## src/isrp_pkg.sv

```systemverilog
`timescale 1ns / 1ps
// Shared types, constants and range-code functions for the IMU sample ring packetizer.
// No dependencies; the design files take names from here by scoped reference.
package isrp_pkg;

    localparam int RING_DEPTH_DEF     = 2048;
    localparam int PACKET_SAMPLES_DEF = 16;
    localparam int COUNT_W_DEF        = $clog2(PACKET_SAMPLES_DEF + 1);

    localparam int CFG_INDEX_W = 1;
    localparam int CFG_DATA_W  = 12;
    localparam int GYRO_RANGE_W  = 12;
    localparam int ACCEL_RANGE_W = 5;
    localparam int SCALE_W       = 7;

    // register indexes on the configuration channel
    localparam logic [CFG_INDEX_W-1:0] REG_GYRO_RANGE  = 1'b0;
    localparam logic [CFG_INDEX_W-1:0] REG_ACCEL_RANGE = 1'b1;

    localparam logic [GYRO_RANGE_W-1:0]  GYRO_RANGE_RST  = 12'd2000;
    localparam logic [ACCEL_RANGE_W-1:0] ACCEL_RANGE_RST = 5'd4;

    // operation codes of an input beat
    localparam logic OP_PUSH  = 1'b0;
    localparam logic OP_DRAIN = 1'b1;

    localparam logic [15:0] DELTA_MAX = 16'hFFFF;

    typedef struct packed {
        logic [63:0]        time_us;
        logic signed [15:0] gyro_x;
        logic signed [15:0] gyro_y;
        logic signed [15:0] gyro_z;
        logic signed [15:0] accel_x;
        logic signed [15:0] accel_y;
        logic signed [15:0] accel_z;
    } t_sample;

    typedef struct packed {
        logic    drain;
        t_sample sample;
    } t_cmd;

    function automatic logic [2:0] gyro_code_of(input logic [GYRO_RANGE_W-1:0] dps);
        logic [2:0] code;
        if (dps <= 12'd125) begin
            code = 3'd0;
        end else if (dps <= 12'd250) begin
            code = 3'd1;
        end else if (dps <= 12'd500) begin
            code = 3'd2;
        end else if (dps <= 12'd1000) begin
            code = 3'd3;
        end else begin
            code = 3'd4;
        end
        return code;
    endfunction

    function automatic logic [1:0] accel_code_of(input logic [ACCEL_RANGE_W-1:0] g);
        logic [1:0] code;
        if (g <= 5'd2) begin
            code = 2'd0;
        end else if (g <= 5'd4) begin
            code = 2'd1;
        end else if (g <= 5'd8) begin
            code = 2'd2;
        end else begin
            code = 2'd3;
        end
        return code;
    endfunction

    // gyro code in bits 6:4, accel code in bits 1:0, bits 3:2 zero
    function automatic logic [SCALE_W-1:0] scale_code_of(
        input logic [GYRO_RANGE_W-1:0]  dps,
        input logic [ACCEL_RANGE_W-1:0] g
    );
        return {gyro_code_of(dps), 2'b00, accel_code_of(g)};
    endfunction

endpackage

```

## src/isrp_ifs.sv

```systemverilog
`timescale 1ns / 1ps
// Valid/ready channel interfaces: input beats, result beats and configuration writes.
// Depends on isrp_pkg for widths.
interface isrp_in_if;
    logic               valid;
    logic               ready;
    logic               operation;
    logic [63:0]        time_us;
    logic signed [15:0] gyro_x;
    logic signed [15:0] gyro_y;
    logic signed [15:0] gyro_z;
    logic signed [15:0] accel_x;
    logic signed [15:0] accel_y;
    logic signed [15:0] accel_z;

    modport source (output valid, operation, time_us, gyro_x, gyro_y, gyro_z,
                    accel_x, accel_y, accel_z, input ready);
    modport sink   (input valid, operation, time_us, gyro_x, gyro_y, gyro_z,
                    accel_x, accel_y, accel_z, output ready);
endinterface


```

## src/isrp_front.sv

```systemverilog
`timescale 1ns / 1ps
// Front end: accepts input beats, classifies push versus drain, holds them in a 2-entry queue.
// Depends on isrp_pkg and isrp_in_if.
module isrp_front (
    input  logic             i_clk,
    input  logic             i_rst_n,
    isrp_in_if.sink          i_in,
    output logic             o_cmd_valid,
    output isrp_pkg::t_cmd   o_cmd,
    input  logic             i_cmd_pop
);

    isrp_pkg::t_cmd r_q [2];
    logic           r_wsel;
    logic           r_rsel;
    logic [1:0]     r_cnt;
    logic [1:0]     n_cnt;
    isrp_pkg::t_cmd in_cmd;
    logic           push;
    logic           pop;

    // classify the beat and pack the sample
    always_comb begin
        in_cmd.drain          = (i_in.operation == isrp_pkg::OP_DRAIN);
        in_cmd.sample.time_us = i_in.time_us;
        in_cmd.sample.gyro_x  = i_in.gyro_x;
        in_cmd.sample.gyro_y  = i_in.gyro_y;
        in_cmd.sample.gyro_z  = i_in.gyro_z;
        in_cmd.sample.accel_x = i_in.accel_x;
        in_cmd.sample.accel_y = i_in.accel_y;
        in_cmd.sample.accel_z = i_in.accel_z;
    end

    assign i_in.ready  = (r_cnt != 2'd2);
    assign push        = i_in.valid && i_in.ready;
    assign pop         = i_cmd_pop && (r_cnt != 2'd0);
    assign o_cmd_valid = (r_cnt != 2'd0);
    assign o_cmd       = r_q[r_rsel];

    always_comb begin
        n_cnt = r_cnt;
        if (push && !pop) begin
            n_cnt = r_cnt + 2'd1;
        end else if (pop && !push) begin
            n_cnt = r_cnt - 2'd1;
        end
    end

    always_ff @(posedge i_clk) begin
        if (!i_rst_n) begin
            r_wsel <= 1'b0;
            r_rsel <= 1'b0;
            r_cnt  <= 2'd0;
        end else begin
            r_cnt <= n_cnt;
            if (push) begin
                r_wsel <= ~r_wsel;
            end
            if (pop) begin
                r_rsel <= ~r_rsel;
            end
        end
    end

    always_ff @(posedge i_clk) begin
        if (push) begin
            r_q[r_wsel] <= in_cmd;
        end
    end

endmodule

```

## src/flat_wrapper.sv

```systemverilog
// flat-port wrapper written by rule: the top's interface ports become plain ports
module isrp_front_flat 
  (i_clk, i_rst_n, o_cmd_valid, o_cmd, i_cmd_pop, i_in_valid, i_in_operation, i_in_time_us, i_in_gyro_x, i_in_gyro_y, i_in_gyro_z, i_in_accel_x, i_in_accel_y, i_in_accel_z, i_in_ready);
  isrp_in_if i_in_i ();
  input  logic i_clk;
  input  logic i_rst_n;
  output logic o_cmd_valid;
  output isrp_pkg::t_cmd o_cmd;
  input  logic i_cmd_pop;
  input wire logic [$bits(i_in_i.valid)-1:0] i_in_valid;
  input wire logic [$bits(i_in_i.operation)-1:0] i_in_operation;
  input wire logic [$bits(i_in_i.time_us)-1:0] i_in_time_us;
  input wire logic [$bits(i_in_i.gyro_x)-1:0] i_in_gyro_x;
  input wire logic [$bits(i_in_i.gyro_y)-1:0] i_in_gyro_y;
  input wire logic [$bits(i_in_i.gyro_z)-1:0] i_in_gyro_z;
  input wire logic [$bits(i_in_i.accel_x)-1:0] i_in_accel_x;
  input wire logic [$bits(i_in_i.accel_y)-1:0] i_in_accel_y;
  input wire logic [$bits(i_in_i.accel_z)-1:0] i_in_accel_z;
  output wire logic [$bits(i_in_i.ready)-1:0] i_in_ready;
  assign i_in_i.valid = i_in_valid;
  assign i_in_i.operation = i_in_operation;
  assign i_in_i.time_us = i_in_time_us;
  assign i_in_i.gyro_x = i_in_gyro_x;
  assign i_in_i.gyro_y = i_in_gyro_y;
  assign i_in_i.gyro_z = i_in_gyro_z;
  assign i_in_i.accel_x = i_in_accel_x;
  assign i_in_i.accel_y = i_in_accel_y;
  assign i_in_i.accel_z = i_in_accel_z;
  assign i_in_ready = i_in_i.ready;
  isrp_front u_core (.i_clk(i_clk), .i_rst_n(i_rst_n), .i_in(i_in_i), .o_cmd_valid(o_cmd_valid), .o_cmd(o_cmd), .i_cmd_pop(i_cmd_pop));
endmodule
```

## config.mk

```make
export PLATFORM = sky130hd
export DESIGN_NAME = isrp_front_flat
export DESIGN_NICKNAME = d
export VERILOG_FILES = /design/src/isrp_pkg.sv /design/src/isrp_ifs.sv /design/src/isrp_front.sv /design/src/flat_wrapper.sv
export SDC_FILE = /design/constraint.sdc
export NUM_CORES = 1
export LEC_CHECK = 0
export BUFFER_PORTS_ARGS = -buffer_cell sky130_fd_sc_hd__buf_4
export CAP_MARGIN = 25
export CORE_ASPECT_RATIO = 1.2
export CORE_MARGIN = 10
export CORE_UTILIZATION = 56
export DETAILED_ROUTE_END_ITERATION = 6
export PLACE_DENSITY = 0.93
export SLEW_MARGIN = 20
export SYNTH_ARGS = -nofsm -noshare
export SYNTH_HDL_FRONTEND = slang
export SYNTH_SLANG_ARGS = --single-unit
```

## constraint.sdc

```tcl
create_clock -name i_clk -period 11.9 [get_ports i_clk]
set_clock_uncertainty 0.05 [all_clocks]
set_input_delay 1.19 -clock i_clk [delete_from_list [all_inputs] [get_ports i_clk]]
set_output_delay 1.19 -clock i_clk [all_outputs]
set_load 0.1 [all_outputs]
```

==> flow_metrics.tcl <==
set metrics [dict create \
    dr.pass1.iters 4 \
    slowest_stage "buf_4" \
    critPathMaxStageDelay_ps 850 \
    numPortBuffers 327 \
    die_width_um 155 \
    power.density_nw_per_um2 289 \
    path_cells "buf_4 > mux2_2 > buf_4" \
    avgRoutedWirePerCell_um 23.6 \
    num_io_pins 328 \
    startpoint_type "flip-flop" \
    setup_tns_ps 0 \
    power_mw 4.62 \
    grt_pass1_wl_um 40600 \
    grt_usage_pct 18.5 \
    yosysTopAreaCellShare_pct 79.1 \
    endpoint_kind "output port" \
    cts_tree "done" \
    initialDrtViolationCount 337 \
    grt-busiest-layer "met2" \
    hpwlAfterDp_um 19000 \
    synth-warning-count 0 \
    ys_types 21 \
    cp.arrival_ps 2920 \
    syn_inst 525 \
    peakVddDrop_v 0.000277 \
    vias 6137 \
    cts_root_buffer "clkbuf_16" \
    postRouteAntennaNets 0 \
    rsz0062_at_grt "no" \
    gp_congestion 0.832 \
    finalHoldViolations 0 \
    worstHoldPathCells 2 \
    leakage_nw 6.10 \
    ys_seq_area_share_pct 79.9 \
    ys_ff_latch 327 \
    maxSlewHeadroom_pct 30.6 \
    start_util_pct 56.7 \
    setup_violations 0 \
    use_met2_pct 33.0 \
    fin_crit_ps 4160 \
    cts_buffers 30 \
    hp-class "flip-flop to flip-flop" \
    report.final.slew_viol_count 0 \
    grt_max_degree 90 \
    die_y_um 182 \
    worst_pin_slew_ps 1040 \
    avgSynthCellArea_um2 23.3 \
    h-tree-depth 1 \
    syn_area_um2 12200 \
    synth.largest_area_cell "edfxtp_1" \
    clkLatencyLatePin_ps 540 \
    cts_setup_buffers 0 \
    maxCapViolCount 0 \
    fmax_mhz 240 \
    use_met1_pct 19.9 \
    critPathMaxFanout 69 \
    area_growth_pct 30.7 \
    synth_area_leaders "edfxtp_1 79%, mux2_4 11%, mux2_2 6.5%" \
    cts_max_path_buffers 3 \
    core_area_um2 21600 \
    status "complete, no violations" \
    ctsResizeCount 0 \
    grtUsageMet3_pct 6.43 \
    fin_nets 1038 \
    antenna_found_initial 2 \
    reg2regPathDepth 4 \
    r2r_slack_ps 8980 \
    period_share_pct 35.0 \
    clk_pin_slew_ps 70 \
    crit_top_cell "buf_4" \
    hold_buffers 0 \
    critPathKind "flip-flop to output port" \
    drcViolationCount 0 \
    dieArea_um2 28200 \
    grt_pass1_vias 6827 \
    row_count 59 \
    grt.overflow.total 0 \
    layout-drive-gt1-share_pct 60.8 \
    required_ps 10660 \
    syn_nets 691 \
    clock_sinks 327 \
    via_per_inst 5.25 \
    wirelength_um 27600 \
]
worst max-delay path, delay by kind of cell, from the launching register on:
kind     cells  cell delay (ps)
buf+inv      2             1090
flops        1              740
mux          1              440
where the power goes:
part,internal (mW),switching [mW]
Combinational,0.515,1.61
Clock,0.586,0.397
Sequential,1.44,0.0629
Total,2.54,2.07
registers in the layout, indices dropped and copies added (netlist names), named ones only:
signal         cells
u_core.r_cnt       2
u_core.r_rsel      1
u_core.r_wsel      1
u_core.r_q       322
cells in the final DEF, fill, tap and decap left out, types with 2 or more instances in the layout:
cell / count
dfxtp_1: 4
inv_6: 2
and2_1: 4
clkbuf_16: 31
mux2_4: 90
clkinv_4: 2
edfxtp_1: 322
bufinv_16: 5
xnor2_1: 2
clkinv_1: 4
clkinvlp_4: 4
buf_4: 332
clkbuf_1: 7
mux2_2: 71
final timing paths:
path,start,endpoint
max,flip-flop,o_cmd[42]
min,u_core.r_cnt[1],u_core.r_cnt[1]
max reg2reg,u_core.r_cnt[0],u_core.r_q[0][135]
min reg2reg,u_core.r_cnt[1],u_core.r_cnt[1]
synthesized netlist by cell type (all sizes together):
master	n
and2	4
mux2	161
xor2	1
o21ai	2
ha	1
nand3b	1
nand2b	1
buf	18
inv	1
a21boi	2
edfxtp	322
xnor2	2
a21bo	1
and3	1
dfxtp	5
or3	1
or2	1
cell families (layout without fill, tap and decap cells):
family | count (synthesis) | in the layout | synth area share (%)
compound gates | 5 | 5 | 0.287
xor+xnor | 3 | 3 | 0.215
fa+ha+maj | 1 | 1 | 0.102
buf+inv | 19 | 389 | 1.33
flops | 327 | 327 | 79.9
mux | 161 | 161 | 17.6
other cells | 0 | 1 | 0
simple gates | 9 | 9 | 0.532
metal layers:
metal	share of wire [%]	wire, µm	vias to the layer above
li1	-	-	2785
met1	35	9560	3031
met2	54	14800	262
met3	8.7	2390	57
met4	2.8	781	2
met5	0.040	11	-
stage by stage:
step / worst slack (ps) / hold slack (ps) / util (%) / area, µm² / instances
detailed placement: 8310 / 521 / 69.2 / 14900 / 1113
global route: 7600 / 545 / 74.1 / 16000 / 1169
global placement: 8340 / 480 / 69.2 / 14900 / 1113
finish: 7740 / 522 / 74.1 / 16000 / 1170
floorplan: 6380 / 462 / - / 12200 / 525
CTS: 7710 / 527 / 73.9 / 15900 / 1168
final cells by class:
type | count | area (µm²)
Sequential cell | 327 | 9770
Fill cell | 1202 | 5590
Inverter | 1 | 8.76
Timing Repair Buffer | 333 | 2520
Clock buffer | 38 | 802
Multi-Input combinational cell | 179 | 2290
Clock inverter | 17 | 226
Tap cell | 274 | 343
Antenna cell | 1 | 2.50
Power figures use the tool's default switching activity.
